$ cat config.mk
export PLATFORM = sky130hd
export DESIGN_NAME = swpg_lane
export DESIGN_NICKNAME = d
export VERILOG_FILES = /design/src/rtl/swpg_pkg.sv /design/src/rtl/swpg_lane.sv
export SDC_FILE = /design/constraint.sdc
export NUM_CORES = 2
export LEC_CHECK = 0
export BUFFER_PORTS_ARGS = -buffer_cell sky130_fd_sc_hd__buf_2
export CAP_MARGIN = 20
export CORE_MARGIN = 3
export CORE_UTILIZATION = 45
export DETAILED_ROUTE_END_ITERATION = 10
export PLACE_DENSITY = 0.69
export SLEW_MARGIN = 10
export SYNTH_ARGS = -nofsm -noshare
export SYNTH_HDL_FRONTEND = slang
export SYNTH_SLANG_ARGS = --single-unit
$ cat constraint.sdc
create_clock -name clk_i -period 9.9 [get_ports clk_i]
set_input_delay 1.485 -clock clk_i [delete_from_list [all_inputs] [get_ports clk_i]]
set_output_delay 1.485 -clock clk_i [all_outputs]
set_load 0.1 [all_outputs]
$ cat src/rtl/swpg_pkg.sv
// shared types and constants for the stereo width, pan and gain core
`default_nettype none
package swpg_pkg;

  localparam int SAMPLE_BITS = 24;

  localparam int WIDTH_BITS = 16;
  localparam int GAIN_BITS  = 16;
  localparam int PAN_BITS   = 17;
  localparam int PG_BITS    = 17;

  localparam int FRAC_SHIFT   = 14;
  localparam int ROUND1_SHIFT = 16;
  localparam int ROUND2_SHIFT = 28;

  localparam int SUM_W = SAMPLE_BITS + 16;
  localparam int MAG_W = SAMPLE_BITS + 15;
  localparam int P1_W  = MAG_W + PG_BITS;
  localparam int T1_W  = P1_W + 1 - ROUND1_SHIFT;
  localparam int P2_W  = T1_W + GAIN_BITS;
  localparam int T2_W  = P2_W + 1 - ROUND2_SHIFT;
  localparam int EXT_W = SUM_W - SAMPLE_BITS - FRAC_SHIFT;

  localparam int LANE_STAGES = 4;

  localparam int DATA_W = ((2 * SAMPLE_BITS + 7) / 8) * 8;

  localparam int CFG_ADDR_W = 4;
  localparam int CFG_DATA_W = 32;

  localparam int SQ_IN_W  = 34;
  localparam int SQ_OUT_W = 17;
  localparam int SQ_STEPS = 17;
  localparam int SQ_REM_W = 19;
  localparam int SQ_CNT_W = 5;

  localparam logic [PAN_BITS-1:0]   PAN_ONE      = 17'd65536;
  localparam logic [PAN_BITS-1:0]   PAN_RESET    = 17'd32768;
  localparam logic [PG_BITS-1:0]    PG_ONE       = 17'd65536;
  localparam logic [PG_BITS-1:0]    PG_TOL       = 17'd6;
  localparam logic [GAIN_BITS-1:0]  GAIN_ONE     = 16'd16384;
  localparam logic [GAIN_BITS-1:0]  GAIN_TOL     = 16'd1;
  localparam logic [WIDTH_BITS-1:0] WIDTH_RESET  = 16'd0;
  localparam logic [WIDTH_BITS-1:0] WIDTH_POS1   = 16'h0001;
  localparam logic [WIDTH_BITS-1:0] WIDTH_NEG1   = 16'hffff;

  localparam logic [P1_W:0] RND1_HALF = (P1_W + 1)'(1) << (ROUND1_SHIFT - 1);
  localparam logic [P2_W:0] RND2_HALF = (P2_W + 1)'(1) << (ROUND2_SHIFT - 1);

  localparam logic [T2_W-1:0] POS_LIMIT =
    T2_W'((64'd1 << (SAMPLE_BITS - 1)) - 64'd1);
  localparam logic [T2_W-1:0] NEG_LIMIT = T2_W'(64'd1 << (SAMPLE_BITS - 1));

  localparam logic [SAMPLE_BITS-1:0] SAT_MAX = {1'b0, {(SAMPLE_BITS-1){1'b1}}};
  localparam logic [SAMPLE_BITS-1:0] SAT_MIN = {1'b1, {(SAMPLE_BITS-1){1'b0}}};

  typedef enum logic [1:0] {
    REG_WIDTH = 2'd0,
    REG_GAIN  = 2'd1,
    REG_PAN   = 2'd2
  } reg_idx_e;

  typedef struct packed {
    logic [SAMPLE_BITS-1:0] sample;
    logic                   sat;
  } lane_res_t;

endpackage
`default_nettype wire

$ cat src/rtl/swpg_lane.sv
// one channel lane: cross-feed, pan gain, output gain, round and saturate
`default_nettype none
module swpg_lane (
  input  logic                                  clk_i,
  input  logic                                  en_i,
  input  logic signed [swpg_pkg::SAMPLE_BITS-1:0] self_i,
  input  logic signed [swpg_pkg::SAMPLE_BITS-1:0] other_i,
  input  logic signed [swpg_pkg::WIDTH_BITS-1:0]  width_i,
  input  logic [swpg_pkg::PG_BITS-1:0]          pan_gain_i,
  input  logic [swpg_pkg::GAIN_BITS-1:0]        gain_i,
  input  logic                                  bypass_i,
  output swpg_pkg::lane_res_t                   res_o
);
  import swpg_pkg::*;

  logic signed [SUM_W-1:0]       prod_d, prod_q;
  logic signed [SAMPLE_BITS-1:0] self1_q, self2_q, self3_q, self4_q;
  logic signed [SUM_W-1:0]       sum_d;
  logic [SUM_W-1:0]              neg_sum;
  logic [MAG_W-1:0]              mag_d, mag_q;
  logic                          neg2_q, neg3_q, neg4_q;
  logic [P1_W-1:0]               p1_d, p1_q;
  logic [P1_W:0]                 rnd1;
  logic [T1_W-1:0]               t1;
  logic [P2_W-1:0]               p2_d, p2_q;
  logic [P2_W:0]                 rnd2;
  logic [T2_W-1:0]               t2;
  logic [SAMPLE_BITS-1:0]        mag_lo;

  always_comb begin
    prod_d  = other_i * width_i;
    sum_d   = $signed({{EXT_W{self1_q[SAMPLE_BITS-1]}}, self1_q, {FRAC_SHIFT{1'b0}}})
              + prod_q;
    neg_sum = -sum_d;
    mag_d   = sum_d[SUM_W-1] ? neg_sum[MAG_W-1:0] : sum_d[MAG_W-1:0];
    p1_d    = P1_W'(mag_q) * P1_W'(pan_gain_i);
    rnd1    = {1'b0, p1_q} + RND1_HALF;
    t1      = rnd1[P1_W:ROUND1_SHIFT];
    p2_d    = P2_W'(t1) * P2_W'(gain_i);
  end

  always_ff @(posedge clk_i) begin
    if (en_i) begin
      prod_q  <= prod_d;
      self1_q <= self_i;
      mag_q   <= mag_d;
      neg2_q  <= sum_d[SUM_W-1];
      self2_q <= self1_q;
      p1_q    <= p1_d;
      neg3_q  <= neg2_q;
      self3_q <= self2_q;
      p2_q    <= p2_d;
      neg4_q  <= neg3_q;
      self4_q <= self3_q;
    end
  end

  always_comb begin
    rnd2   = {1'b0, p2_q} + RND2_HALF;
    t2     = rnd2[P2_W:ROUND2_SHIFT];
    mag_lo = t2[SAMPLE_BITS-1:0];
    res_o.sat    = 1'b0;
    res_o.sample = self4_q;
    if (!bypass_i) begin
      if (!neg4_q) begin
        if (t2 > POS_LIMIT) begin
          res_o.sat    = 1'b1;
          res_o.sample = SAT_MAX;
        end else begin
          res_o.sample = mag_lo;
        end
      end else begin
        if (t2 > NEG_LIMIT) begin
          res_o.sat    = 1'b1;
          res_o.sample = SAT_MIN;
        end else begin
          res_o.sample = ~mag_lo + 1'b1;
        end
      end
    end
  end

endmodule
`default_nettype wire

# Word level (Yosys, flattened, before mapping)
# Index checks and enable logic that the tools add are counted.
# op_classes
n_addsub,5
mul,3
n_lt_le_gt_ge,2
muxes,7
bitwise,1
# ops
op,n
$add A57 B28 Y58 const B,1
$add A56 B16 Y57 const B,1
$mul A41 B16 Y57,1
$mul A39 B17 Y56,1
$mux W25,2
$mux W24,2
$add A38 B40 Y40,1
$mul A24 B16 Y40,1
$mux W39,1
$neg A39 Y39,1
$gt A30 B23 Y1 const B,1
$gt A30 B24 Y1 const B,1
$add A24 B1 Y24 const B,1
$not A24 Y24,1
$mux W1,2
# totals
ff_bits,291
input_bits,100
out_inout_bits,25
wordCells,29

# Logic depth before layout (Yosys ltp)
# logic_depth
word_depth,6
ltp_mapped,35
depth_no_buf,33

# Least setup slack after synthesis
# Ideal clock, no wire load.
# synth_path
path_kind,input port to flip-flop
startpoint,input pan_gain_i[2] in the netlist's numbering
endpoint,"register p1_q[48], data pin"
setup_time_ns,0.265
t_arrival_ns,7.672
required_ns,9.635
slack_ns,1.963
cell_stages,23
n_path_buf,2
cell_sequence,clkbuf_1 clkbuf_1 nand2_1 fa_1 inv_1 fa_1 inv_1 fa_1 inv_1 fa_1 fa_1 fa_1 ha_1 a21o_1 a21o_1 a2111oi_0 o21ai_0 a41oi_1 o211ai_1 a21o_1 a21oi_1 o21ai_0 xor2_1
# synth_via
elab_chain_cells,1
# synth_lines
element,line_no,rtl
from (decl),swpg_lane.sv:9,"input logic [swpg_pkg::PG_BITS-1:0] pan_gain_i,"
$mul A39 B17 Y56,swpg_lane.sv:36,p1_d = P1_W'(mag_q) * P1_W'(pan_gain_i);
named net p1_d[48],swpg_lane.sv:22,"logic [P1_W-1:0] p1_d, p1_q;"
to (signal assigned),swpg_lane.sv:49,p1_q <= p1_d;
to (decl),swpg_lane.sv:22,
# The timed path passes the listed nets, and every way through them passes these cells.
# A chain may end at the register's enable or synchronous reset.

# Final worst setup path
# layout_path
startpoint,register p1_q[15]
endpoint,"register p2_q[42], data pin"
# layout_via
elab_chain_cells,2
# layout_lines
element,line_no,rtl
$add A56 B16 Y57,swpg_lane.sv:37,"rnd1 = {1'b0, p1_q} + RND1_HALF;"
$mul A41 B16 Y57,swpg_lane.sv:39,p2_d = P2_W'(t1) * P2_W'(gain_i);
named net p2_d[42],swpg_lane.sv:25,"logic [P2_W-1:0] p2_d, p2_q;"
to (signal assigned),swpg_lane.sv:52,p2_q <= p2_d;
to (decl),swpg_lane.sv:25,
# The timed path passes the listed nets, and every way through them passes these cells.

==> run summary <==
Fmax = 113 MHz
Final Cycle Share = 0.894
# setup viols final = 0
Rows = 139
Register Area = 7480 µm²
Total Routed Length = 166000 µm
RSZ-0062 raised after global routing = no
GR peak layer = met2
Final setup TNS = 0 ns
Fill cell count = 13.4k
First-pass GRT wire length = 274000 µm
Vias in the first global route = 51.5k
Post-CTS Resized = 0
Max-slew violation count = 0
Max FO, Critical Path = 6
Critical Path AT = 9.15 ns
Worst Tran Pin Value = 1.12 ns
Initial antenna violation count = 5
Grt ovf = 0
GPL Wtd Cong = 0.940
CP Data Required Time = 10.21 ns
Min cycle time layout = 8.85 ns
WL/cell = 18.6 µm
Critical path's most frequent cell = fa_1
H-tree depth = 1
Routing usage on met2 = 0.385
PortBufs = 124
GRT met3 Usage = 0.0288
Asr flop ratio synth = 0
Most frequent cells in the layout = inv_1 (1570), fa_1 (1470), nand2_1 (1239)
Status = complete, no violations
Post-synth EDFFs = 249
Met1 Usage GRT = 0.300
Die H = 388 µm
Syn_area_per_cell = 9.24 µm²
HPWL Detailed = 132000 µm
DR vias = 47.6k
Starting Density = 0.455
Hold Buf Count CTS = 0
Part of the Yosys area used for sequential elements = 0.114
Final hold viol count = 0
Crit-path max cell delay = 0.75 ns
# IOs = 125
Share of layout cells above drive strength 1 = 0.0421
TritonCTS Sinks = 249
CTS tree = yes
Area growth syn-to-layout = 5.03%
Post-CTS setup buffer count = 0
Clock Latency Late Sink = 0.58 ns
Pre-Repair DR Iteration Count = 5
Mapped Area = 65600 µm²
Core ar. = 144000 µm²
Slowest-stage cell, CP = xor2_1
Synthesized instance count = 7093
Post-synthesis cell type count = 86
Syn Nets = 9045
Slew HR = 0.253
Synth warn = 0
Max-cap violations = 0
Total CTS buffers = 25
Die Span X = 388 µm
Largest net degree at the start of global routing = 94
CTS root buffer = clkbuf_16
Register bit total from synthesis = 249
DRC = 0
Hold crit path type = flop to flop
Nets = 8938
GRT Util Overall = 0.227
Area of the multi-input gates = 50900 µm²
ANT nets after route = 0
Largest cells by area after synthesis = fa_1 (45%), edfxtp_1 (11%), inv_1 (9.0%), ha_1 (7.3%), nand2_1 (7.1%)
Vias per cell = 5.34
Setup skew after layout = 0.0202 ns
Synth area leader = fa_1
Die footprint = 150000 µm²
Area share of the largest cell type after synthesis = 0.449
Bufs and invs on worst path = 3
Longest Clk Path Bufs = 3
Top delay family on crit path = adder cells
Most common cell after layout, fill and taps aside = inv_1
Critical path class = flop to flop
Startpoint types = flop
Ys flop type = edfxtp_1
Clock Pin Slew Worst Setup and Hold Paths = 0.07 ns
First DRT Iteration DRCs = 3304
CP endpoint kind = flop
FF-to-FF setup slack = 1.05 ns
-- stage by stage --
| step | util | instance area, µm² | std cells | worst slack (ns) | hold slack [ns] |
|---|---|---|---|---|---|
| floorplan | - | 65600 | 7093 | 1.96 | 0.400 |
| global placement | 0.471 | 67900 | 8859 | 0.805 | 0.400 |
| detailed placement | 0.471 | 67900 | 8860 | 0.920 | 0.405 |
| CTS | 0.477 | 68800 | 8905 | 1.04 | 0.417 |
| global route | 0.478 | 68900 | 8910 | 0.470 | 0.420 |
| finish | 0.478 | 68900 | 8912 | 1.05 | 0.416 |
-- final cells by class --
type                       count  area share
multi-input combinational   4921       0.739
antenna                        5    0.000182
sequential                   249       0.109
tap                         1903      0.0346
timing repair buffer         218      0.0195
clock inverter                17     0.00353
inverter                    1571      0.0856
clock buffer                  28     0.00925
-- worst paths after layout --
| kind | depth (start not counted) | to | from |
|---|---|---|---|
| worst min-delay path | 0 | self3_q[15]$_DFFE_PP_ | self2_q[15]$_DFFE_PP_ |
| worst max register to register | 27 | p2_q[42]$_DFFE_PP_ | p1_q[15]$_DFFE_PP_ |
| worst min register to register | 0 | self3_q[15]$_DFFE_PP_ | self2_q[15]$_DFFE_PP_ |
| worst max-delay path | 27 | p2_q[42]$_DFFE_PP_ | p1_q[15]$_DFFE_PP_ |
-- state kept, by name, summed over array words and instances (netlist names) --
signal and flops:
neg4_q 1, prod_q 40, self2_q 24, self3_q 24, neg2_q 1, neg3_q 1, self4_q 24, p1_q 41
self1_q 24, mag_q 39, p2_q 30
-- cells by family after synthesis --
| group | count (synthesis) | share of synthesized area |
|---|---|---|
| AOI/OAI and AO/OA | 564 | 0.0567 |
| xor gates and xnor gates | 232 | 0.0310 |
| DFF | 249 | 0.114 |
| adders and majority gates | 1852 | 0.522 |
| muxes | 12 | 0.00193 |
| buffers and inverters | 1923 | 0.110 |
| and+or+nand+nor | 2261 | 0.164 |
-- synth_stat cells (6+ instances only) --
master     count
inv_1       1570
fa_1        1470
nand2_1     1239
and2_1       565
ha_1         382
clkbuf_1     334
edfxtp_1     249
a21oi_1      163
xnor2_1      149
nor2_1       126
o21ai_0       94
xor2_1        83
a21o_1        80
nand3_1       68
nand2b_1      43
nand4_1       43
nor3_1        40
and3_1        33
nor2b_1       26
a31oi_1       25
o211ai_1      23
o21a_1        21
a211oi_1      19
o21bai_1      17
or3_1         12
a211o_1       10
a311oi_1      10
or2_2         10
buf_2          9
nor4_1         9
a2111oi_0      8
a21boi_0       8
buf_1          8
o2111ai_1      8
o31ai_1        8
and4_1         7
mux2i_1        7
nand3b_1       7
o221ai_1       7
a2bb2oi_1      6
nor3b_1        6
-- per-layer routing --
layer | wire length, µm | vias up
met4 | 6180 | 0
met5 | 0 | -
met1 | 66900 | 24300
met3 | 12600 | 353
li1 | - | 21000
met2 | 80400 | 1895
Power is not shown: default switching activity piles up to over one toggle a cycle in this logic, so the estimate is an artifact.
