## src/rtl/swpg_pkg.sv

```systemverilog
// shared types and constants for the stereo width, pan and gain core
`default_nettype none
package swpg_pkg;

  localparam int SAMPLE_BITS = 24;

  localparam int WIDTH_BITS = 16;
  localparam int GAIN_BITS  = 16;
  localparam int PAN_BITS   = 17;
  localparam int PG_BITS    = 17;

  localparam int FRAC_SHIFT   = 14;
  localparam int ROUND1_SHIFT = 16;
  localparam int ROUND2_SHIFT = 28;

  localparam int SUM_W = SAMPLE_BITS + 16;
  localparam int MAG_W = SAMPLE_BITS + 15;
  localparam int P1_W  = MAG_W + PG_BITS;
  localparam int T1_W  = P1_W + 1 - ROUND1_SHIFT;
  localparam int P2_W  = T1_W + GAIN_BITS;
  localparam int T2_W  = P2_W + 1 - ROUND2_SHIFT;
  localparam int EXT_W = SUM_W - SAMPLE_BITS - FRAC_SHIFT;

  localparam int LANE_STAGES = 4;

  localparam int DATA_W = ((2 * SAMPLE_BITS + 7) / 8) * 8;

  localparam int CFG_ADDR_W = 4;
  localparam int CFG_DATA_W = 32;

  localparam int SQ_IN_W  = 34;
  localparam int SQ_OUT_W = 17;
  localparam int SQ_STEPS = 17;
  localparam int SQ_REM_W = 19;
  localparam int SQ_CNT_W = 5;

  localparam logic [PAN_BITS-1:0]   PAN_ONE      = 17'd65536;
  localparam logic [PAN_BITS-1:0]   PAN_RESET    = 17'd32768;
  localparam logic [PG_BITS-1:0]    PG_ONE       = 17'd65536;
  localparam logic [PG_BITS-1:0]    PG_TOL       = 17'd6;
  localparam logic [GAIN_BITS-1:0]  GAIN_ONE     = 16'd16384;
  localparam logic [GAIN_BITS-1:0]  GAIN_TOL     = 16'd1;
  localparam logic [WIDTH_BITS-1:0] WIDTH_RESET  = 16'd0;
  localparam logic [WIDTH_BITS-1:0] WIDTH_POS1   = 16'h0001;
  localparam logic [WIDTH_BITS-1:0] WIDTH_NEG1   = 16'hffff;

  localparam logic [P1_W:0] RND1_HALF = (P1_W + 1)'(1) << (ROUND1_SHIFT - 1);
  localparam logic [P2_W:0] RND2_HALF = (P2_W + 1)'(1) << (ROUND2_SHIFT - 1);

  localparam logic [T2_W-1:0] POS_LIMIT =
    T2_W'((64'd1 << (SAMPLE_BITS - 1)) - 64'd1);
  localparam logic [T2_W-1:0] NEG_LIMIT = T2_W'(64'd1 << (SAMPLE_BITS - 1));

  localparam logic [SAMPLE_BITS-1:0] SAT_MAX = {1'b0, {(SAMPLE_BITS-1){1'b1}}};
  localparam logic [SAMPLE_BITS-1:0] SAT_MIN = {1'b1, {(SAMPLE_BITS-1){1'b0}}};

  typedef enum logic [1:0] {
    REG_WIDTH = 2'd0,
    REG_GAIN  = 2'd1,
    REG_PAN   = 2'd2
  } reg_idx_e;

  typedef struct packed {
    logic [SAMPLE_BITS-1:0] sample;
    logic                   sat;
  } lane_res_t;

endpackage
`default_nettype wire

```

## src/rtl/swpg_merge.sv

```systemverilog
// joins the two lanes into one result beat behind an output register and skid slot
`default_nettype none
module swpg_merge (
  input  logic                          clk_i,
  input  logic                          rst_ni,
  input  logic                          pipe_valid_i,
  input  swpg_pkg::lane_res_t           left_i,
  input  swpg_pkg::lane_res_t           right_i,
  output logic                          en_o,
  output logic                          m_axis_tvalid,
  input  logic                          m_axis_tready,
  output logic [swpg_pkg::DATA_W-1:0]   m_axis_tdata,  // left_out, right_out
  output logic                          m_axis_tuser   // clipped
);
  import swpg_pkg::*;

  logic                   out_v_q, out_v_d;
  logic                   skid_v_q, skid_v_d;
  logic [SAMPLE_BITS-1:0] out_l_q, out_r_q, skid_l_q, skid_r_q;
  logic                   out_c_q, skid_c_q;
  logic                   in_fire, out_free;

  assign en_o     = !skid_v_q;
  assign in_fire  = pipe_valid_i && !skid_v_q;
  assign out_free = !out_v_q || m_axis_tready;

  always_comb begin
    out_v_d  = out_v_q;
    skid_v_d = skid_v_q;
    if (out_free) begin
      out_v_d  = skid_v_q || in_fire;
      skid_v_d = 1'b0;
    end else if (in_fire) begin
      skid_v_d = 1'b1;
    end
  end

  always_ff @(posedge clk_i or negedge rst_ni) begin
    if (!rst_ni) begin
      out_v_q  <= 1'b0;
      skid_v_q <= 1'b0;
    end else begin
      out_v_q  <= out_v_d;
      skid_v_q <= skid_v_d;
    end
  end

  always_ff @(posedge clk_i) begin
    if (out_free) begin
      if (skid_v_q) begin
        out_l_q <= skid_l_q;
        out_r_q <= skid_r_q;
        out_c_q <= skid_c_q;
      end else if (in_fire) begin
        out_l_q <= left_i.sample;
        out_r_q <= right_i.sample;
        out_c_q <= left_i.sat || right_i.sat;
      end
    end else if (in_fire) begin
      skid_l_q <= left_i.sample;
      skid_r_q <= right_i.sample;
      skid_c_q <= left_i.sat || right_i.sat;
    end
  end

  assign m_axis_tvalid = out_v_q;
  assign m_axis_tdata  = DATA_W'({out_r_q, out_l_q});
  assign m_axis_tuser  = out_c_q;

`ifndef NO_ASSERTIONS
  a_skid_needs_out: assert property (@(posedge clk_i) disable iff (!rst_ni)
    skid_v_q |-> out_v_q)
    else $error("skid slot full while output empty");

  a_skid_load: assert property (@(posedge clk_i) disable iff (!rst_ni)
    $rose(skid_v_q) |-> $past(out_v_q && !m_axis_tready))
    else $error("skid slot loaded without a stalled output");
`endif

endmodule
`default_nettype wire

```

## config.mk

```make
export PLATFORM = sky130hd
export DESIGN_NAME = swpg_merge
export DESIGN_NICKNAME = d
export VERILOG_FILES = /design/src/rtl/swpg_pkg.sv /design/src/rtl/swpg_merge.sv
export SDC_FILE = /design/constraint.sdc
export NUM_CORES = 1
export LEC_CHECK = 0
export BUFFER_PORTS_ARGS = -buffer_cell sky130_fd_sc_hd__buf_2
export CAP_MARGIN = 40
export CORE_MARGIN = 1.5
export CORE_UTILIZATION = 35
export DETAILED_ROUTE_END_ITERATION = 12
export GPL_TIMING_DRIVEN = 0
export PLACE_DENSITY = 0.62
export SKIP_LAST_GASP = 1
export SYNTH_ARGS = -nofsm -noshare
export SYNTH_HDL_FRONTEND = slang
export SYNTH_SLANG_ARGS = --single-unit
```

## constraint.sdc

```tcl
create_clock -name clk_i -period 5.79 [get_ports clk_i]
set_input_delay 0.8685 -clock clk_i [delete_from_list [all_inputs] [get_ports clk_i]]
set_output_delay 0.8685 -clock clk_i [all_outputs]
set_load 0.005 [all_outputs]
```

# Word level (Yosys, flattened, before mapping)
# Index checks and enable logic that the tools add are counted.
# word_totals
out_inout_bits	51
latchBits	0
regBits	100
memories	0
wordCells	27
romBits	0
ramBits	0
# op_classes
n_bitwise	1
shifts	0
muxes	8
n_eq_ne	0
div_mod_pow	0
addsub	0
n_mul	0
order_cmp	0
reduce_logical	10
# ops
cell	count
$mux W24	4
$mux W1	4
$reduce_and A2 Y1	2
$reduce_bool A2 Y1	2
$logic_or A1 B1 Y1	3
$logic_not A1 Y1	2
$logic_and A1 B1 Y1	1
$not A1 Y1	1

# Logic depth before layout (Yosys ltp)
# Gate-level depths: netlist of run 1.
# logic_depth
ltp_word	4
mapped_depth	4

# Worst setup path before layout of run 1
# OpenSTA, ideal clock, no wires.
# synth_timing
kind	input-to-reg
from	in m_axis_tready
to	reg skid_c_q, enable pin
n_path_buf	0
setup_ns	0.526
t_arrival_ns	4.681
cell_stages	2
setup_slack_ns	0.583
cell_sequence	nand2b_1 > nor3b_1
# synth_via
elab_chain_len	3
# synth_lines
element	line	rtl
start: declaration	swpg_merge.sv:11	input logic m_axis_tready,
$logic_or A1 B1 Y1	swpg_merge.sv:25	assign out_free = !out_v_q || m_axis_tready;
$not A1 Y1 (no source line)	n/a	
$reduce_and A2 Y1 (no source line)	n/a	
end signal: assignment	swpg_merge.sv:62	skid_c_q <= left_i.sat || right_i.sat;
end: declaration	swpg_merge.sv:20	logic out_c_q, skid_c_q;
# Every way passes these cells.
# A chain may end at the register's enable or synchronous reset.

# Worst setup path after layout of run 1
# layout_timing
from	in m_axis_tready
to	reg skid_r_q[17], enable pin
# layout_via
elab_chain_len	3
# layout_lines
element	line	rtl
$logic_or A1 B1 Y1	swpg_merge.sv:25	
$not A1 Y1 (no source line)	n/a	
$reduce_and A2 Y1 (no source line)	n/a	
end signal: assignment	swpg_merge.sv:61	skid_r_q <= right_i.sample;
end: declaration	swpg_merge.sv:19	logic [SAMPLE_BITS-1:0] out_l_q, out_r_q, skid_l_q, skid_r_q;
# Every way passes these cells.

==> impl_table.tex, run 1 <==
\begin{tabular}{lr}
\hline
Metric & Value \\
\hline
\multicolumn{2}{l}{\textbf{GRT}} \\
Overall overflow remaining after global route & 0 \\
Via count of the first global-routing pass & approximately 1900 \\
Wire length of the first global-routing pass & 9722 µm \\
Tot GR Track Use & 0.1123 \\
Largest net degree at the start of global routing & 29 \\
Antenna violations before repair & 0 \\
\multicolumn{2}{l}{\textbf{Route}} \\
Routed Wire Length & 6321 µm \\
1st-pass router iterations & 4 \\
Antenna Nets Post-Route & 0 \\
Post-detailed-route wirelength per cell & 14.73 µm \\
Detail-routed via count per cell & 4.287 \\
Metal1 wirelength & around 2600 µm \\
Detailed route wirelength on metal2 & 3186 µm \\
Overall via count from detail\_route & $\sim$1800 \\
Met3 wire length & 409 µm \\
Top layer in use & met4 \\
Initial DRC Count & 61 \\
DRC viols & 0 \\
\multicolumn{2}{l}{\textbf{Timing}} \\
FMAX & 476.5 MHz \\
Hold Worst Slack & 0.2889 ns \\
Final-report max-slew violation count & 0 \\
Final worst clock skew & a little under 0.01 ns \\
Final Cycle Share & 0.3624 \\
Worst relative slew slack & 0.5487 \\
Tmin final & around 2.1 ns \\
Final critical-path setup slack & $\sim$3.7 ns \\
Final hold vios & 0 \\
Setup repair after global routing missed its margin & no \\
Measured slew at the worst slew-check pin & 0.6739 ns \\
Total setup violations reported at the end of the flow & 0 \\
\multicolumn{2}{l}{\textbf{Floorplanning}} \\
Total Die Area & 11700 µm² \\
Floorplan die height & 108.2 µm \\
Initial Utilization & 0.3586 \\
CORE AREA & between 10000 and 15000 µm² \\
Top Ports & around 110 \\
Floorplan die width & 108.2 µm \\
Row count & 38 \\
\multicolumn{2}{l}{\textbf{Synth}} \\
Cell accounting for the most synthesized area & edfxtp\_1 \\
Synthesis warning total & 0 \\
Most frequently used cell type in the post-synthesis netlist & edfxtp\_1 \\
Yosys top cell area share & 0.7604 \\
Synth top area cells & edfxtp\_1 76\%, mux2\_4 18\%, buf\_12 2.1\% \\
Number of nets produced by synthesis & 217 \\
EDFF count, synth & 98 \\
Most common library cells after synthesis & 98 x edfxtp\_1, 47 x mux2\_4, 4 x buf\_12 \\
Number of different library cells in the post-synthesis netlist & 14 \\
Predominant post-synthesis flop cell & edfxtp\_1 \\
Fraction of the yosys area taken by sequential cells & 0.7734 \\
Synth Area per Inst & 23.74 µm² \\
Cell Area, Synth & 3870 µm² \\
Instance count of the mapped netlist & $\sim$160 \\
Async set-or-reset flop fraction in the synthesized netlist & 0.02000 \\
Synth Register Bits & 100 \\
\multicolumn{2}{l}{\textbf{Clock network}} \\
Clock sinks & 100 \\
Clock slew at the register clock pins of the worst setup and hold paths & 0.09 ns \\
Root Buffer & clkbuf\_8 \\
Number of hold buffers added after CTS & 0 \\
Post-CTS Setup Bufs & 0 \\
Latest clock arrival within the worst-skew pair & 0.35 ns \\
H-Tree Level Count & 3 \\
Clock buffer depth & 2 \\
Clock buffer count from CTS & 9 \\
Clock tree from TritonCTS & built \\
Post-cts repair resize count & 0 \\
\multicolumn{2}{l}{\textbf{Pwr}} \\
Maximum VDD drop & 0.1455 mV \\
Power density cells & 312.1 nW/µm² \\
Static leakage power & 1.923 nW \\
Total power of the final layout & 0.001519 W \\
\multicolumn{2}{l}{\textbf{Critical path}} \\
Category of the critical setup timing path & input pin to flip-flop \\
Crit path required time & 5.86 ns \\
Worst r2r dst & skid\_r\_q[17] \\
Worst Reg-to-Reg Cells & 5 \\
Highest net fanout along the worst path & 11 \\
Startpoint class of the critical path & input pin \\
Setup crit end kind & flip-flop \\
Arrival @ worst endpoint & about 2.2 ns \\
FF-to-FF setup slack & 3.85 ns \\
RR Startpoint & skid\_v\_q \\
\multicolumn{2}{l}{\textbf{Run}} \\
Number of maximum-capacitance violations & 0 \\
\multicolumn{2}{l}{\textbf{Placed design}} \\
Number of buffers added on ports & 104 \\
Setup slack after placement & 3.279 ns \\
Inst Count DP & 413 \\
Gp weighted congestion & 0.6920 \\
Detailed Place HPWL & $\sim$4500 µm \\
\multicolumn{2}{l}{\textbf{Finish}} \\
Share of the core filled with cells in the final layout & 0.4508 \\
Layout cell share with drive strength beyond 1 & 0.6367 \\
Antenna diode instance count & 0 \\
Seq. cell area & 2993 µm² \\
Multi-input gate area in the final layout & 773.2 µm² \\
Post-synthesis to final-layout area growth & 25.74\% \\
Fill cell total of the finished layout & 952 \\
Number of nets in the finished design & 338 \\
Non-filler instance count after layout & roughly 430 \\
\multicolumn{2}{l}{\textbf{Status}} \\
Status & complete, no violations \\
\multicolumn{2}{l}{\textbf{Worst hold path}} \\
Min-delay worst type & input pin to async pin \\
\hline
\end{tabular}
how the worst max path moves through the flow:
stage / startpoint / endpoint / slack (ns) / cells after the start
final: m_axis_tready / skid_r_q[17] / 3.69 / 5
after global routing: m_axis_tready / skid_r_q[17] / 3.60 / 5
after CTS: m_axis_tready / skid_l_q[14] / 3.68 / 5
after detailed placement: m_axis_tready / skid_r_q[22] / 3.28 / 5
after global placement: m_axis_tready / skid_l_q[6] / -1.62 / 3
after floorplan: m_axis_tready / skid_c_q / 0.58 / 2
kinds of logic (layout without fill, tap and decap cells):
family / count (synthesis) / after routing / share of synthesized area
multiplexers: 49 / 49 / 0.1882
flip-flops: 100 / 100 / 0.7734
AND/OR/NAND/NOR: 6 / 6 / 0.008085
buffers and inverters: 7 / 133 / 0.02845
AO/OA/AOI/OAI: 1 / 1 / 0.001941
metal layers:
layer	vias to the layer above	global-route usage
met5	-	0
met4	0	0.05357
met3	11	0.03556
met2	63	0.1912
met1	885	0.1284
li1	880	-
power by group:
part	internal, W	leakage [nW]	switching [W]	total [W]
Sequential	0.000852	0.944	0.0000101	0.000862
Combinational	0.0000954	0.871	0.0000725	0.000168
Clock	0.000248	0.108	0.000240	0.000488
Total	0.00120	1.92	0.000322	0.00152
placed cells by master (no fill, tap or decap), drive strengths merged:
cell and n:
clkbuf 10, dfrtp 2, bufinv 2, edfxtp 98
o21a 1, mux2 49, inv 4, nor2 2
nor3b 1, or2 1, nand2 1, buf 116
clkinvlp 1, nand2b 1
registers in the layout, indices dropped and copies added, names as in the netlist:
| signal | count |
|---|---|
| m_axis_tvalid | 1 |
| m_axis_tuser | 1 |
| out_r_q | 24 |
| skid_l_q | 24 |
| skid_v_q | 1 |
| skid_c_q | 1 |
| out_l_q | 24 |
| skid_r_q | 24 |
worst max-delay path, stage by stage:
cell	delay, ns
buf_2	0.09
nand2b_1	0.19
nor3b_2	0.61
buf_6	0.23
buf_6	0.16
through the flow:
stage / TNS (ns) / cell area (µm²)
floorplan: 0 / 3870
global placement: -79.21 / 4566
detailed placement: 0 / 4644
CTS: 0 / 4866
global route: 0 / 4866
finish: 0 / 4866
layout make-up:
| type | instances | share of cell area |
|---|---|---|
| Tap cell | 140 | 0.03600 |
| Inverter | 1 | 0.0007714 |
| Buffer | 6 | 0.02186 |
| Sequential cell | 100 | 0.6151 |
| Timing Repair Buffer | 110 | 0.1219 |
| Clock buffer | 10 | 0.02623 |
| Clock inverter | 6 | 0.01929 |
| Multi-Input combinational cell | 56 | 0.1589 |
Power figures use the tool's default switching activity.
==> inputs of run 2 (changes only) <==
clock period = 2.2 ns   (was 5.79 ns; I/O delays follow)
==> run 2 against run 1 <==
  * Worst hold slack got worse by 0.13 ns
  * Clock power rose to 2.5 times the previous value
  * Global-route usage rose by 0.22 points
  * Utilization barely moved
  * Power rose to 2.6 times the previous value
  * Non-clock buffer count fell by 1
  * Clock skew fell by 0.0020 ns
  * Cell count fell by 0.23%
  * First-iteration DRC count fell by 6.6%
  * Via count rose by 1.2%
  * Largest power group unchanged
  * Count of clock-buffer cells in the layout rose by 3
  * Design area barely moved
==> impl_table.tex, run 2 (synthesis gave the netlist of run 1 again) <==
\begin{tabular}{lr}
\hline
Metric & Value \\
\hline
\multicolumn{2}{l}{\textbf{Timing}} \\
Total setup violations reported at the end of the flow & 0 (unchanged) \\
Final critical-path setup slack & 0.2775 ns (was 3.692 ns) \\
Worst relative slew slack & 0.6260 (was 0.5487) \\
Hold Worst Slack & 0.1595 ns (was 0.2889 ns) \\
Final Cycle Share & 0.8739 \\
Final hold vios & 0 (unchanged) \\
Final worst clock skew & 0.007941 ns (was 0.009927 ns) \\
FMAX & 520.1 MHz \\
Tmin final & 1.923 ns \\
Final-report max-slew violation count & 0 (unchanged) \\
Setup repair after global routing missed its margin & no (unchanged) \\
Measured slew at the worst slew-check pin & 0.5605 ns (was 0.6739 ns) \\
\multicolumn{2}{l}{\textbf{Floorplanning}} \\
Initial Utilization & 0.3586 (unchanged) \\
Floorplan die height & 108.2 µm (unchanged) \\
Floorplan die width & 108.2 µm (unchanged) \\
Row count & 38 (unchanged) \\
Top Ports & 105 (unchanged) \\
Total Die Area & 11700 µm² (unchanged) \\
CORE AREA & 10790 µm² (unchanged) \\
\multicolumn{2}{l}{\textbf{Route}} \\
1st-pass router iterations & 4 (unchanged) \\
Detail-routed via count per cell & 4.348 (was 4.287) \\
Initial DRC Count & 57 (was 61) \\
Routed Wire Length & 6426 µm (was 6321 µm) \\
Overall via count from detail\_route & 1861 (was 1839) \\
Post-detailed-route wirelength per cell & 15.01 µm (was 14.73 µm) \\
DRC viols & 0 (unchanged) \\
Antenna Nets Post-Route & 0 (unchanged) \\
\multicolumn{2}{l}{\textbf{Finish}} \\
Non-filler instance count after layout & 428 (was 429) \\
Post-synthesis to final-layout area growth & 25.77\% (was 25.74\%) \\
Layout cell share with drive strength beyond 1 & 0.6202 (was 0.6367) \\
Number of nets in the finished design & 337 (was 338) \\
Fill cell total of the finished layout & 945 (was 952) \\
Commonest non-fill, non-tap cells in the layout & 104 x buf\_2, 98 x edfxtp\_1, 47 x mux2\_4 (unchanged) \\
Most common cell after layout, fill and taps aside & buf\_2 (unchanged) \\
\multicolumn{2}{l}{\textbf{Pwr}} \\
Power density cells & 809.3 nW/µm² (was 312.1 nW/µm²) \\
Maximum VDD drop & 0.3065 mV (was 0.1455 mV) \\
Static leakage power & 1.915 nW (was 1.923 nW) \\
\multicolumn{2}{l}{\textbf{Critical path}} \\
Arrival @ worst endpoint & 1.98 ns (was 2.17 ns) \\
Crit path required time & 2.26 ns (was 5.86 ns) \\
Highest net fanout along the worst path & 17 (was 11) \\
Setup crit end kind & flip-flop (unchanged) \\
Startpoint class of the critical path & flip-flop (was input pin) \\
Category of the critical setup timing path & flip-flop to flip-flop (was input pin to flip-flop) \\
\multicolumn{2}{l}{\textbf{GRT}} \\
Via count of the first global-routing pass & 1919 (was 1891) \\
Antenna violations before repair & 1 (was 0) \\
Wire length of the first global-routing pass & 9756 µm (was 9722 µm) \\
Tot GR Track Use & 0.1146 (was 0.1123) \\
Largest net degree at the start of global routing & 32 (was 29) \\
Overall overflow remaining after global route & 0 (unchanged) \\
\multicolumn{2}{l}{\textbf{Placed design}} \\
Number of buffers added on ports & 104 (unchanged) \\
Detailed Place HPWL & 4431 µm (was 4546 µm) \\
Gp weighted congestion & 0.6756 (was 0.6920) \\
Inst Count DP & 411 (was 413) \\
Setup slack after placement & 0.2645 ns (was 3.279 ns) \\
\multicolumn{2}{l}{\textbf{Clock network}} \\
Clock buffer count from CTS & 9 (unchanged) \\
Clock tree from TritonCTS & built (unchanged) \\
Clock slew at the register clock pins of the worst setup and hold paths & 0.09 ns (about the same) \\
Root Buffer & clkbuf\_8 (unchanged) \\
Post-cts repair resize count & 0 (unchanged) \\
Latest clock arrival within the worst-skew pair & 0.35 ns (about the same) \\
Clock sinks & 100 (unchanged) \\
Clock buffer depth & 2 (unchanged) \\
H-Tree Level Count & 3 (unchanged) \\
Post-CTS Setup Bufs & 0 (unchanged) \\
\multicolumn{2}{l}{\textbf{Worst hold path}} \\
Min-delay worst type & input pin to flip-flop (was input pin to async pin) \\
\multicolumn{2}{l}{\textbf{Status}} \\
Status & complete, no violations (unchanged) \\
\multicolumn{2}{l}{\textbf{Run}} \\
Number of maximum-capacitance violations & 0 (unchanged) \\
\hline
\end{tabular}
==> run 2: changes by cell type in the layout (fill, tap and decap cells not counted), sizes merged <==
cell | before | now
clkbuf | 10 | 13
inv | 4 | 1
buf | 116 | 114
clkinvlp | 1 | 0
diode | 0 | 1
dlygate4sd3 | 0 | 1
==> run 2: repair_timing <==
item	4_1_cts	5_1_grt
setup endpoints to repair	0	0
endpoints found under the hold margin	2	0
hold buffers	1	0
==> run 2: layout make-up <==
cell class	count	area [µm²]	area share
Tap cell	140	175.2	0.03599
Multi-Input combinational cell	56	779.5	0.1602
Antenna cell	1	2.502	0.0005141
Clock inverter	2	60.06	0.01234
Inverter	1	3.754	0.0007712
Timing Repair Buffer	109	608.1	0.1249
Clock buffer	13	138.9	0.02853
Buffer	6	106.4	0.02185
Sequential cell	100	2993	0.6149
==> run 2: final timing paths <==
path	slack, ns	startpoint	endpoint	depth (start not counted)
worst max-delay path	0.28	skid_v_q	skid_r_q[9]	5
worst min-delay path	0.16	left_i[24]	skid_l_q[23]	1
worst max register to register	0.28	skid_v_q	skid_r_q[9]	5
worst min register to register	0.55	skid_r_q[20]	out_r_q[20]	1
max in group asynchronous	1.81	rst_ni	m_axis_tvalid	2
min in group asynchronous	0.29	rst_ni	skid_v_q	2
==> run 2: metal layers <==
metal | GRT usage | vias to the layer above | wire length, µm
li1 | - | 882 | -
met5 | 0 | - | 0
met1 | 0.1441 | 908 | 2872
met3 | 0.04702 | 8 | 447
met2 | 0.1763 | 63 | 3021
met4 | 0.04511 | 0 | 85
==> run 2: power by group <==
group          internal (W)  leakage (nW)  switching [W]
Combinational      0.000255         0.873       0.000192
Clock              0.000638        0.0977       0.000583
Sequential          0.00224         0.944      0.0000279
==> run 2: critical path, cell delays in order (launching register included) <==
cell,delay (ns)
dfrtp_1,0.38
buf_6,0.16
buf_8,0.16
nor3b_4,0.49
buf_8,0.23
buf_8,0.19
==> run 2: metrics by stage <==
| stage | util | setup TNS (ns) | cell area (µm²) | power, W |
|---|---|---|---|---|
| 2_1_floorplan | - | -8.031 | 3882 | 0.002571 |
| 3_3_place_gp | 0.4242 | -43.46 | 4578 | 0.002742 |
| 3_5_place_dp | 0.4314 | 0 | 4656 | 0.002775 |
| 4_1_cts | 0.4507 | 0 | 4865 | 0.004013 |
| 5_1_grt | 0.4507 | 0 | 4865 | 0.004117 |
| 6_report | 0.4510 | 0 | 4867 | 0.003939 |
