--- src/rtl/swpg_pkg.sv ---
// shared types and constants for the stereo width, pan and gain core
`default_nettype none
package swpg_pkg;

  localparam int SAMPLE_BITS = 24;

  localparam int WIDTH_BITS = 16;
  localparam int GAIN_BITS  = 16;
  localparam int PAN_BITS   = 17;
  localparam int PG_BITS    = 17;

  localparam int FRAC_SHIFT   = 14;
  localparam int ROUND1_SHIFT = 16;
  localparam int ROUND2_SHIFT = 28;

  localparam int SUM_W = SAMPLE_BITS + 16;
  localparam int MAG_W = SAMPLE_BITS + 15;
  localparam int P1_W  = MAG_W + PG_BITS;
  localparam int T1_W  = P1_W + 1 - ROUND1_SHIFT;
  localparam int P2_W  = T1_W + GAIN_BITS;
  localparam int T2_W  = P2_W + 1 - ROUND2_SHIFT;
  localparam int EXT_W = SUM_W - SAMPLE_BITS - FRAC_SHIFT;

  localparam int LANE_STAGES = 4;

  localparam int DATA_W = ((2 * SAMPLE_BITS + 7) / 8) * 8;

  localparam int CFG_ADDR_W = 4;
  localparam int CFG_DATA_W = 32;

  localparam int SQ_IN_W  = 34;
  localparam int SQ_OUT_W = 17;
  localparam int SQ_STEPS = 17;
  localparam int SQ_REM_W = 19;
  localparam int SQ_CNT_W = 5;

  localparam logic [PAN_BITS-1:0]   PAN_ONE      = 17'd65536;
  localparam logic [PAN_BITS-1:0]   PAN_RESET    = 17'd32768;
  localparam logic [PG_BITS-1:0]    PG_ONE       = 17'd65536;
  localparam logic [PG_BITS-1:0]    PG_TOL       = 17'd6;
  localparam logic [GAIN_BITS-1:0]  GAIN_ONE     = 16'd16384;
  localparam logic [GAIN_BITS-1:0]  GAIN_TOL     = 16'd1;
  localparam logic [WIDTH_BITS-1:0] WIDTH_RESET  = 16'd0;
  localparam logic [WIDTH_BITS-1:0] WIDTH_POS1   = 16'h0001;
  localparam logic [WIDTH_BITS-1:0] WIDTH_NEG1   = 16'hffff;

  localparam logic [P1_W:0] RND1_HALF = (P1_W + 1)'(1) << (ROUND1_SHIFT - 1);
  localparam logic [P2_W:0] RND2_HALF = (P2_W + 1)'(1) << (ROUND2_SHIFT - 1);

  localparam logic [T2_W-1:0] POS_LIMIT =
    T2_W'((64'd1 << (SAMPLE_BITS - 1)) - 64'd1);
  localparam logic [T2_W-1:0] NEG_LIMIT = T2_W'(64'd1 << (SAMPLE_BITS - 1));

  localparam logic [SAMPLE_BITS-1:0] SAT_MAX = {1'b0, {(SAMPLE_BITS-1){1'b1}}};
  localparam logic [SAMPLE_BITS-1:0] SAT_MIN = {1'b1, {(SAMPLE_BITS-1){1'b0}}};

  typedef enum logic [1:0] {
    REG_WIDTH = 2'd0,
    REG_GAIN  = 2'd1,
    REG_PAN   = 2'd2
  } reg_idx_e;

  typedef struct packed {
    logic [SAMPLE_BITS-1:0] sample;
    logic                   sat;
  } lane_res_t;

endpackage
`default_nettype wire

--- src/rtl/swpg_sqrt.sv ---
// bit-serial rounded square root for one pan gain
`default_nettype none
module swpg_sqrt (
  input  logic                         clk_i,
  input  logic                         rst_ni,
  input  logic                         start_i,
  input  logic [swpg_pkg::SQ_IN_W-1:0] radicand_i,
  output logic                         busy_o,
  output logic [swpg_pkg::SQ_OUT_W-1:0] root_o
);
  import swpg_pkg::*;

  logic [SQ_IN_W-1:0]  rad_q, rad_d;
  logic [SQ_REM_W-1:0] rem_q, rem_d;
  logic [SQ_OUT_W-1:0] root_q, root_d;
  logic [SQ_CNT_W-1:0] cnt_q, cnt_d;

  logic [SQ_REM_W+1:0] rem_next;
  logic [SQ_REM_W+1:0] trial;

  always_comb begin
    rem_next = {rem_q, rad_q[SQ_IN_W-1 -: 2]};
    trial    = (SQ_REM_W + 2)'({root_q, 2'b01});
    rad_d    = rad_q;
    rem_d    = rem_q;
    root_d   = root_q;
    cnt_d    = cnt_q;
    if (start_i) begin
      rad_d  = radicand_i;
      rem_d  = '0;
      root_d = '0;
      cnt_d  = SQ_CNT_W'(SQ_STEPS);
    end else if (cnt_q != '0) begin
      rad_d = {rad_q[SQ_IN_W-3:0], 2'b00};
      cnt_d = cnt_q - 1'b1;
      if (rem_next >= trial) begin
        rem_d  = SQ_REM_W'(rem_next - trial);
        root_d = {root_q[SQ_OUT_W-2:0], 1'b1};
      end else begin
        rem_d  = SQ_REM_W'(rem_next);
        root_d = {root_q[SQ_OUT_W-2:0], 1'b0};
      end
    end
  end

  always_ff @(posedge clk_i or negedge rst_ni) begin
    if (!rst_ni) begin
      rad_q  <= '0;
      rem_q  <= '0;
      root_q <= PG_ONE;
      cnt_q  <= '0;
    end else begin
      rad_q  <= rad_d;
      rem_q  <= rem_d;
      root_q <= root_d;
      cnt_q  <= cnt_d;
    end
  end

  // round to nearest: remainder above root means the fraction is at least one half
  assign busy_o = (cnt_q != '0);
  assign root_o = root_q + SQ_OUT_W'(rem_q > SQ_REM_W'(root_q));

`ifndef NO_ASSERTIONS
  a_cnt_range: assert property (@(posedge clk_i) disable iff (!rst_ni)
    cnt_q <= SQ_CNT_W'(SQ_STEPS))
    else $error("sqrt step count out of range");

  a_rem_bound: assert property (@(posedge clk_i) disable iff (!rst_ni)
    !busy_o |-> (rem_q <= SQ_REM_W'({root_q, 1'b0})))
    else $error("sqrt remainder exceeds twice the root");

  a_start_busy: assert property (@(posedge clk_i) disable iff (!rst_ni)
    start_i |=> busy_o)
    else $error("sqrt not busy after start");
`endif

endmodule
`default_nettype wire

--- config.mk ---
export PLATFORM = sky130hd
export DESIGN_NAME = swpg_sqrt
export DESIGN_NICKNAME = d
export VERILOG_FILES = /design/src/rtl/swpg_pkg.sv /design/src/rtl/swpg_sqrt.sv
export SDC_FILE = /design/constraint.sdc
export NUM_CORES = 1
export LEC_CHECK = 0
export ABC_AREA = 1
export ABC_CLOCK_PERIOD_IN_PS = 7400
export BUFFER_PORTS_ARGS = -buffer_cell sky130_fd_sc_hd__buf_2
export CORE_ASPECT_RATIO = 0.7
export CORE_MARGIN = 5
export CORE_UTILIZATION = 55
export DETAILED_ROUTE_END_ITERATION = 8
export PLACE_DENSITY = 0.78
export SETUP_SLACK_MARGIN = 0.4
export SLEW_MARGIN = 20
export SYNTH_ARGS = -nofsm -noshare
export SYNTH_HDL_FRONTEND = slang
export SYNTH_SLANG_ARGS = --single-unit
--- constraint.sdc ---
create_clock -name clk_i -period 7.4 [get_ports clk_i]
set_input_delay 0 -clock clk_i [delete_from_list [all_inputs] [get_ports clk_i]]
set_output_delay 0 -clock clk_i [all_outputs]
set_load 0.02 [all_outputs]
# Word level (Yosys, flattened, before mapping)
# Cells that the tools add are included.
dict set report totals {
  ff_bits 75
  in_bits 37
  out_inout_bits 18
}
dict set report op_classes {
  addsub 3
  magnitude_cmp 2
  muxes 10
  reduce_logical 2
}
# operator n
set op_table {}
lappend op_table {{2-to-1 mux 34 bit} 2}
lappend op_table {{2-to-1 mux 19 bit} 3}
lappend op_table {{2-to-1 mux 17 bit} 2}
lappend op_table {{greater-or-equal comparator 21 x 19 -> 1 bit} 1}
lappend op_table {{greater-than comparator 19 x 17 -> 1 bit} 1}
lappend op_table {{subtractor 19 bit} 1}
lappend op_table {{adder 17 x 1 -> 17 bit} 1}
lappend op_table {{2-to-1 mux 5 bit} 2}
lappend op_table {{nonzero test 5 bit} 1}
lappend op_table {{subtractor 5 x 1 -> 5 bit (second input constant)} 1}
lappend op_table {{nonzero test 2 bit} 1}
lappend op_table {{2-to-1 mux 1 bit} 1}

# Logic depth before layout (Yosys ltp)
# Gate-level depths: netlist (run 1).
dict set report logic_depth {
  word_depth 4
  ltp_mapped 22
}

# Worst setup path before layout (run 1)
# Ideal clock, no wire load.
dict set report synth_timing {
  path_type {register to output}
  from {register root_q[16]}
  to {output port root_o[16] (netlist bit)}
  arrival_time_ns 2.966
  required_time_ns 7.400
  path_slack_ns 4.434
  path_stages_with_launch 20
  n_path_buf 0
  path_cell_list {dfstp_2 > inv_1 > ha_1 > nand2_1 > nor2_1 > nand2_2 > inv_1 > a21oi_2 > nand2_1 > o21ai_0 > inv_1 > ha_1 > ha_1 > nand3_1 > nor2_1 > nand4_1 > nor2_1 > nand3_1 > nor3_2 > xor2_1}
}
dict set report synth_via {
  elab_chain_len 2
}
# item line
set synth_lines {}
lappend synth_lines {{start: declaration} swpg_sqrt.sv:15} ;# logic [SQ_OUT_W-1:0] root_q, root_d;
lappend synth_lines {{start signal: assignment} swpg_sqrt.sv:55} ;# root_q <= root_d;
lappend synth_lines {{greater-than comparator 19 x 17 -> 1 bit} swpg_sqrt.sv:62} ;# assign root_o = root_q + SQ_OUT_W'(rem_q > SQ_REM_W'(root_q));
lappend synth_lines {{adder 17 x 1 -> 17 bit *} swpg_sqrt.sv:62}
lappend synth_lines {{end: declaration} swpg_sqrt.sv:9} ;# output logic [swpg_pkg::SQ_OUT_W-1:0] root_o
# Every way passes the cells marked *; elsewhere a longest branch is shown, timed or not.

# Worst setup path after layout (run 1)
dict set report layout_timing {
  from {register root_q[6]}
  to {output port root_o[16] (netlist bit)}
}
# Same word-level chain as after synthesis.

==> results of run 1 <==
==> layout make-up <==
cell class | instances | area (um^2)
inverter | 109 | 409
sequential | 75 | 1880
multi-input combinational | 451 | 2440
clock inverter | 7 | 123
tap | 120 | 150
fill | 678 | 2650
timing repair buffer | 90 | 631
clock buffer | 9 | 225
==> cell families (layout without fill, tap and decap cells) <==
| logic type | count (synthesis) | in the layout | synth area share (%) |
|---|---|---|---|
| fa+ha+maj | 24 | 24 | 6.19 |
| buf+inv | 129 | 215 | 10.9 |
| simple gates | 315 | 315 | 28.2 |
| xor+xnor | 22 | 22 | 3.97 |
| flops | 75 | 75 | 38.7 |
| compound gates | 90 | 90 | 12.0 |
==> layer usage <==
metal | GRT usage, % | up-vias
met2 | 43.5 | 199
met5 | 0 | -
li1 | - | 2274
met3 | 6.71 | 35
met4 | 9.86 | 0
met1 | 35.3 | 2236
==> report_power, final <==
group	internal, W	switching, W	total [W]
Clock	0.000332	0.000191	0.000523
Combinational	0.000431	0.000837	0.00127
Sequential	0.000505	0.0000640	0.000569
Total	0.00127	0.00109	0.00236
==> flip-flops by register name, summed over array words and instances, names as in the netlist <==
signal	count
rad_q	34
root_q	17
cnt_q	5
rem_q	19
==> through the flow <==
step / cell area, um^2 / std cells / total power (W) / util [%]
floorplan: 4850 / 655 / 0.00153 / -
global placement: 5160 / 810 / 0.00175 / 60.6
detailed placement: 5160 / 810 / 0.00178 / 60.6
CTS: 5860 / 861 / 0.00233 / 68.8
global route: 5860 / 861 / 0.00254 / 68.8
finish: 5860 / 861 / 0.00236 / 68.8
==> synth_stat cells (6+ instances only) <==
master	instances
inv_1	106
o221ai_1	18
a21oi_1	16
ha_1	24
dfrtp_1	74
o21ai_1	13
nand2_2	6
o211ai_1	10
buf_2	7
o22ai_1	17
o21ai_0	8
clkbuf_1	8
nor2_1	31
nand3_1	51
nand2_1	202
xor2_1	16
xnor2_1	6
nor2_4	6
==> worst min path at each step <==
stage / start / endpoint / slack [ns]
after CTS: start_i / rad_q[18] / 0.24
after floorplan: rst_ni / cnt_q[0] / -0.30
after detailed placement: rst_ni / rad_q[1] / 0.21
final: start_i / rad_q[18] / 0.26
after global placement: rst_ni / rad_q[1] / 0.20
after global routing: start_i / rad_q[17] / 0.28
==> critical path: cells and delay by family, from the launching register on <==
kind	cells	cell delay, ns
xor+xnor	1	0.15
simple gates	12	1.58
flops	1	0.42
compound gates	2	0.20
buf+inv	4	0.47
fa+ha+maj	3	0.75
==> timing repair <==
item / CTS / global route
hold endpoints to repair: 108 / 0
buffers inserted: 0 / 0
hold buffers: 35 / 0
==> impl_metrics.toml, run 1 <==
[outcome]
outcome = "finished, final reports clean"

[min_path]
holdPathStages = 3
hold_path_class = "primary input to flop"

[placement]
gp_congestion = 0.971
port-buffer-count = 54
place_hpwl_mm = 8.90
dp_slack_ns = 3.90

[yosys]
synth-edff-count = 0
synth_flop_cell = "dfrtp_1"
synth_area_leaders = "dfrtp_1 38%, nand2_1 16%, inv_1 8.2%"
ys_async_sr_fraction_pct = 100
ys_seq_area_share_pct = 38.7
ys_seq_elements = 75
synth_nets = 716
synth_area_um2 = 4850
synth_area_leader_cell = "dfrtp_1"
synth_top_cell_area_share_pct = 38.2
syn_inst = 655
yosysWarningCount = 0
postSynthAreaPerCell_um2 = 7.40
synth.distinct_cells = 39

[sta]
whs_ns = 0.262
slew-limit-headroom_pct = 30.6
setup_slack_ns = 3.45
fin_skew_ns = 0.00546
fin_tns_setup_ns = 0
setup_viol = 0
rsz0062_at_grt = "no"
hold_violations = 0
clock.fmax_mhz = 253
min_period_ns = 3.95
tightest_slew_ns = 1.04
slew_violations = 0
period_share_pct = 53.3

[grt]
grt_max_degree = 76
grt_usage_pct = 26.9
overflow = 0
grt_pass1_wl_mm = 22.5
antenna_found_initial = 0
grt_pass1_vias = 4634

[clock_network]
insertion_delay_ns = 0.35
cts.root.buffer_cell = "clkbuf_16"
clockBufferDepth = 2
cts_tree = "done"
cts_htree_levels = 3
cts_resized = 0
clkSlewWorstSetupHoldPaths_ns = 0.06
cts_buffers = 9
cts_num_sinks = 75

[finish]
drive_gt1_share_pct = 13.0
layout_common_cells = "202 x nand2_1, 106 x inv_1, 74 x dfrtp_1"
area_growth_pct = 20.9
final_common_cell = "nand2_1"
nets = 797
num_antenna_cells = 0

[detailed_routing]
top_layer = "met4"
via_per_inst = 5.51
met2_length_mm = 6.31
routedLengthMet1_mm = 6.00
vias = 4744
drt_iter0_drc = 450
wl_per_cell_um = 15.9
finalWirelength_mm = 13.7
post-route-drc-count = 0
first_pass_iters = 7
wl_met3_mm = 1.05
drtAntennaViolNets = 0

[worst_setup_path]
worstPathCellList = "inv_1 -> ha_1 -> nand2_1 -> inv_1 -> nand2_1 -> nand2_1 -> nand2_1 -> nand2_1 -> a21oi_2 -> nand2_1 -> o21ai_0 -> inv_1 -> ha_1 -> ha_1 -> nand3_1 -> nor2_1 -> nand4_1 -> nor2_1 -> nand3_1 -> nor3_2 -> xor2_1 -> buf_2"
critPathKind = "flop to output pin"
r2r_cells = 10
crit_start = "root_q[6]"
reg2reg_slack_ns = 4.25
endpoint_kind = "output pin"
cp_slowest_cell = "dfrtp_1"
worst_ep_arrival_time_ns = 3.95
r2r_start = "cnt_q[0]"
cp_slowest_stage_delay_ns = 0.42
critPathMaxFanout = 5
start_kind = "flop"
r2r_end = "rem_q[12]"
endpoint = "root_o[16]"
worstPathRequired_ns = 7.40
cp_common_cell = "nand2_1"

[floorplanning]
start_util_pct = 57.0
die_area_um2 = 10800
die_h_um = 88.6
die_w_um = 122
rows = 28
core_um2 = 8510
io_pins = 55

[power]
ir_worst_vdd_uv = 179
power_density_nw_per_um2 = 403
p_leak_nw = 3.09

[job]
max_cap_viol_count = 0
Power figures use the tool's default switching activity.
==> run 2, diff against run 1 <==
--- a/config.mk
+++ b/config.mk
@@ -5,14 +5,14 @@
 export SDC_FILE = /design/constraint.sdc
 export NUM_CORES = 1
 export LEC_CHECK = 0
-export ABC_AREA = 1
-export ABC_CLOCK_PERIOD_IN_PS = 7400
+export ABC_AREA = 0
+export ABC_CLOCK_PERIOD_IN_PS = 3370
 export BUFFER_PORTS_ARGS = -buffer_cell sky130_fd_sc_hd__buf_2
 export CORE_ASPECT_RATIO = 0.7
 export CORE_MARGIN = 5
-export CORE_UTILIZATION = 55
+export CORE_UTILIZATION = 54
 export DETAILED_ROUTE_END_ITERATION = 8
-export PLACE_DENSITY = 0.78
+export PLACE_DENSITY = 0.79
 export SETUP_SLACK_MARGIN = 0.4
 export SLEW_MARGIN = 20
 export SYNTH_ARGS = -nofsm -noshare
==> constraint.sdc (replaced) <==
create_clock -name clk_i -period 3.37 [get_ports clk_i]
set_input_delay 0 -clock clk_i [delete_from_list [all_inputs] [get_ports clk_i]]
set_output_delay 0 -clock clk_i [all_outputs]
set_load 0.02 [all_outputs]
==> impl_metrics.toml, run 2 <==
[placement]
dp_slack_ns = 0.0987
gp_congestion = 0.928
dp_cells = 720
postPlaceCellArea_um2 = 5300
place_hpwl_mm = 8.48
port-buffer-count = 54

[detailed_routing]
via_per_inst = 6.11
drtAntennaViolNets = 0
met2_length_mm = 6.67
finalWirelength_mm = 14.3
wl_per_cell_um = 17.9
post-route-drc-count = 0
drt_iter0_drc = 624
first_pass_iters = 5
routedLengthMet1_mm = 6.08
wl_met3_mm = 1.28
vias = 4879
top_layer = "met4"

[clock_network]
clkSlewWorstSetupHoldPaths_ns = 0.06
cts_htree_levels = 3
cts_buffers = 9
clockBufferDepth = 2
cts_tree = "done"
insertion_delay_ns = 0.34
cts.root.buffer_cell = "clkbuf_16"
cts_num_sinks = 75

[floorplanning]
die_h_um = 90.2
core_um2 = 9030
die_area_um2 = 11200
io_pins = 55
start_util_pct = 55.0
die_w_um = 125
rows = 29

[yosys]
ys_seq_area_share_pct = 37.8
ys_async_sr_fraction_pct = 100
syn_inst = 567
synth.distinct_cells = 65
ys_seq_elements = 75
synth_area_leader_cell = "dfrtp_1"
synth_area_um2 = 4960
yosysWarningCount = 0
synth_top_cell_area_share_pct = 37.3
postSynthAreaPerCell_um2 = 8.76
synthTopCellsByCount = "93 x nand2_1, 74 x dfrtp_1, 44 x o21ai_0"
synth_area_leaders = "dfrtp_1 37%, nand2_1 7.0%, mux2i_1 6.9%"
synth_flop_cell = "dfrtp_1"
synth_nets = 628
synth-edff-count = 0
yosysMostFrequentCell = "nand2_1"

[sta]
setup_viol = 0
whs_ns = 0.136
clock.fmax_mhz = 343
tightest_slew_ns = 0.945
slew_violations = 0
hold_violations = 0
period_share_pct = 86.5
setup_slack_ns = 0.455
rsz0062_at_grt = "yes"
min_period_ns = 2.91
slew-limit-headroom_pct = 37.0
fin_skew_ns = 0.00598
fin_tns_setup_ns = 0

[finish]
largest_reg_flops = 34
regArea_um2 = 1890
design_area_um2 = 6520
final_common_cell = "nand2_1"
area_growth_pct = 31.4
top_register = "rad_q"
final_cells = 798
reg_top3 = "rad_q (34), rem_q (19), root_q (17)"
num_antenna_cells = 0
drive_gt1_share_pct = 24.6
fill_cells = 620
layout_common_cells = "91 x nand2_1, 67 x dfrtp_1, 50 x buf_2"
nets = 730
multi_input_area_um2 = 3110

[worst_setup_path]
r2r_cells = 8
worst_ep_arrival_time_ns = 2.91
critPathMaxFanout = 6
critPathKind = "flop to output pin"
endpoint_kind = "output pin"
worstPathRequired_ns = 3.37
crit_start = "root_q[13]"
r2r_start = "root_q[11]"
start_kind = "flop"

[grt]
overflow = 0
grt_max_degree = 104
grt_pass1_vias = 4491
grt_pass1_wl_mm = 22.6
grt_usage_pct = 24.3
antenna_found_initial = 0

[outcome]
outcome = "finished, final reports clean"

[min_path]
hp-start = "start_i"
holdPathStages = 3
hold_path_class = "primary input to flop"

[power]
power_density_nw_per_um2 = 825
ir_worst_vdd_uv = 374
p_leak_nw = 2.76

[job]
max_cap_viol_count = 0
-- run 2: worst max-delay path, cell delays in order (launching register included) --
cell,delay (ns)
dfrtp_1,0.38
inv_2,0.10
ha_4,0.32
nand2_1,0.08
o21a_1,0.22
a2bb2oi_4,0.16
nand2_1,0.11
a21oi_2,0.05
a21oi_2,0.16
ha_4,0.19
nand4_1,0.11
buf_4,0.18
nor2_1,0.16
xnor2_1,0.15
buf_2,0.20
-- run 2: final cells by class --
class	instances	area share [%]
clock buffer	11	3.88
inverter	30	1.73
sequential	75	28.9
tap	124	2.38
multi-input combinational	427	47.7
clock inverter	5	1.29
timing repair buffer	126	14.1
-- run 2: layer usage --
metal  track usage [%]  up-vias
met4              6.39        0
met2              38.1      245
met3              5.45       38
met1              34.3     2368
met5                 0        -
li1                  -     2228
-- run 2: worst paths after layout --
path	endpoint	slack [ns]
setup / recovery	root_o[13]	0.46
hold reg to reg	root_q[16]	0.50
max in group asynchronous	rad_q[6]	2.41
min in group asynchronous	root_q[7]	0.15
setup reg to reg	rem_q[16]	0.62
hold / removal	cnt_q[0]	0.14
-- run 2: stage by stage --
step | utilization (%) | power (W)
after detailed placement | 58.7 | 0.00368
final | 72.2 | 0.00538
after global placement | 58.7 | 0.00364
after global routing | 72.2 | 0.00568
after floorplan | - | 0.00316
after CTS | 70.5 | 0.00510
-- run 2: kinds of logic (layout without fill, tap and decap cells) --
group / count (synthesis) / count (layout) / synth area share, %
AO/OA/AOI/OAI: 136 / 136 / 18.2
XOR/XNOR: 27 / 27 / 4.76
adder cells (fa/ha/maj): 24 / 24 / 6.05
buffers and inverters: 65 / 172 / 6.02
flip-flops: 75 / 75 / 37.8
multiplexers: 34 / 34 / 6.85
AND/OR/NAND/NOR: 206 / 206 / 20.2
-- run 2: where the power goes --
group	switching (W)	leakage (nW)	internal, W
sequential	0.000180	0.944	0.00106
clock	0.000383	0.158	0.000691
combinational	0.00168	1.66	0.00138
total	0.00224	2.76	0.00314
-- run 2: repair_timing --
action                                  CTS  global route
buffers inserted                         23             4
pin swaps                                12            14
endpoints found under the setup margin   14            17
hold buffers                             35             0
resized for setup                        47            22
endpoints found under the hold margin    54             0
==> run 3, diff against run 2 <==
--- a/config.mk
+++ b/config.mk
@@ -10,9 +10,10 @@
 export BUFFER_PORTS_ARGS = -buffer_cell sky130_fd_sc_hd__buf_2
 export CORE_ASPECT_RATIO = 0.7
 export CORE_MARGIN = 5
-export CORE_UTILIZATION = 54
+export CORE_UTILIZATION = 47
+export CTS_CLUSTER_DIAMETER = 150
 export DETAILED_ROUTE_END_ITERATION = 8
-export PLACE_DENSITY = 0.79
+export PLACE_DENSITY = 0.71
 export SETUP_SLACK_MARGIN = 0.4
 export SLEW_MARGIN = 20
 export SYNTH_ARGS = -nofsm -noshare
==> impl_metrics.toml, run 3 (synthesis results as in run 2) <==
[outcome]
outcome = "finished, final reports clean"

[finish]
area_growth_pct = 33.0
drive_gt1_share_pct = 27.3
reg_top3 = "rad_q (34), rem_q (19), root_q (17)"
layout_common_cells = "91 x nand2_1, 64 x dfrtp_1, 52 x buf_4"
top_register = "rad_q"
largest_reg_flops = 34
final_common_cell = "nand2_1"
nets = 742
num_antenna_cells = 0

[worst_setup_path]
endpoint_kind = "output pin"
worstPathRequired_ns = 3.37
critPathKind = "flop to output pin"
start_kind = "flop"
critPathMaxFanout = 5
crit_start = "root_q[16]"
worst_ep_arrival_time_ns = 2.91
r2r_start = "root_q[5]"

[sta]
hold_violations = 0
tightest_slew_ns = 1.01
clock.fmax_mhz = 343
slew-limit-headroom_pct = 32.4
min_period_ns = 2.91
fin_tns_setup_ns = 0
fin_skew_ns = 0.00764
slew_violations = 0
period_share_pct = 86.4
setup_viol = 0
rsz0062_at_grt = "yes"

[floorplanning]
core_um2 = 10300
start_util_pct = 48.1
rows = 31
die_h_um = 96.0
die_area_um2 = 12800
io_pins = 55
die_w_um = 133

[job]
max_cap_viol_count = 0

[min_path]
hold_path_class = "primary input to flop"
hp-start = "start_i"

[placement]
place_hpwl_mm = 8.54
port-buffer-count = 54
gp_congestion = 0.936

[grt]
antenna_found_initial = 0
grt_max_degree = 78
grt_usage_pct = 22.2
grt_pass1_vias = 4533
overflow = 0
grt_pass1_wl_mm = 22.8

[power]
ir_worst_vdd_uv = 441
p_leak_nw = 2.79
power_density_nw_per_um2 = 808
finalPower_w = 0.00533

[clock_network]
cts_tree = "done"
insertion_delay_ns = 0.34
cts.root.buffer_cell = "clkbuf_16"
clkSlewWorstSetupHoldPaths_ns = 0.06
cts_htree_levels = 3
cts_num_sinks = 75
cts_buffers = 9
clockBufferDepth = 2

[detailed_routing]
finalWirelength_mm = 13.9
first_pass_iters = 4
drt_iter0_drc = 388
via_per_inst = 5.74
wl_per_cell_um = 17.0
vias = 4692
post-route-drc-count = 0
drtAntennaViolNets = 0
## run 3: changes by cell type in the layout (fill, tap and decap cells not counted), moves of 2 or more
cell      delta
dfrtp_2      +3
ha_4         +2
nor2_2       +2
ha_1         -2
a21oi_1      -2
clkinv_4     +3
a21oi_2      +2
dfrtp_1      -3
buf_4       +12
## run 3: report_power, final
part	internal, W	leakage [nW]	total, W	switching [W]
combinational	0.00144	1.70	0.00311	0.00166
clock	0.000600	0.149	0.000995	0.000396
sequential	0.00106	0.940	0.00123	0.000169
## run 3: cell type report
class / instances / area [um^2]
clock buffers: 10 / 239
clock inverters: 6 / 72.6
fillers: 771 / 3710
inverters: 30 / 113
multi-input cells: 427 / 3120
flip-flops and latches: 75 / 1890
well taps: 132 / 165
repair buffers: 138 / 1000
## run 3: routing by layer
metal  vias to the layer above  track usage, %  share of wire (%)
li1                       2256               -                  -
met1                      2252            29.9                 45
met2                       163            36.1                 47
met3                        21            5.07                6.0
met4                         0            6.83                1.9
met5                         -               0                  0
## run 3: per-stage QoR
| step | std cells | cell area (um^2) | setup WS (ns) | hold WS, ns | util, % |
|---|---|---|---|---|---|
| floorplan | 567 | 4960 | 0.505 | -0.296 | - |
| detailed placement | 726 | 5280 | 0.0808 | 0.174 | 51.2 |
| finish | 818 | 6600 | 0.457 | 0.289 | 64.0 |
| CTS | 807 | 6410 | 0.401 | 0.282 | 62.2 |
| global route | 818 | 6600 | 0.329 | 0.345 | 64.0 |
| global placement | 726 | 5280 | 0.257 | 0.168 | 51.2 |
## run 3: worst paths after layout
path | endpoint | slack, ns | depth (start not counted)
worst max-delay path | root_o[10] | 0.46 | 13
max in group asynchronous | rem_q[12] | 2.19 | 3
worst max register to register | rem_q[16] | 0.63 | 7
min in group asynchronous | rem_q[11] | 0.31 | 2
worst min register to register | rad_q[0] | 0.53 | 2
worst min-delay path | rad_q[0] | 0.29 | 3
## run 3: repair_timing
item,in CTS,in global routing
endpoints found under the setup margin,15,15
gates resized for setup,53,23
hold buffers,35,0
setup buffers,30,11
hold endpoints to repair,70,0
pin swaps,15,17
## run 3: critical path, cell delays in order (launching register included)
cell and delay [ns]:
dfstp_2 0.55, inv_2 0.05, ha_4 0.29, nand2_4 0.07, nor4_4 0.29, a21oi_2 0.10, a21oi_2 0.17, ha_4 0.20
ha_4 0.16, nand2_4 0.06, nor2_4 0.13, nand4_1 0.13, xnor2_1 0.20, buf_4 0.17
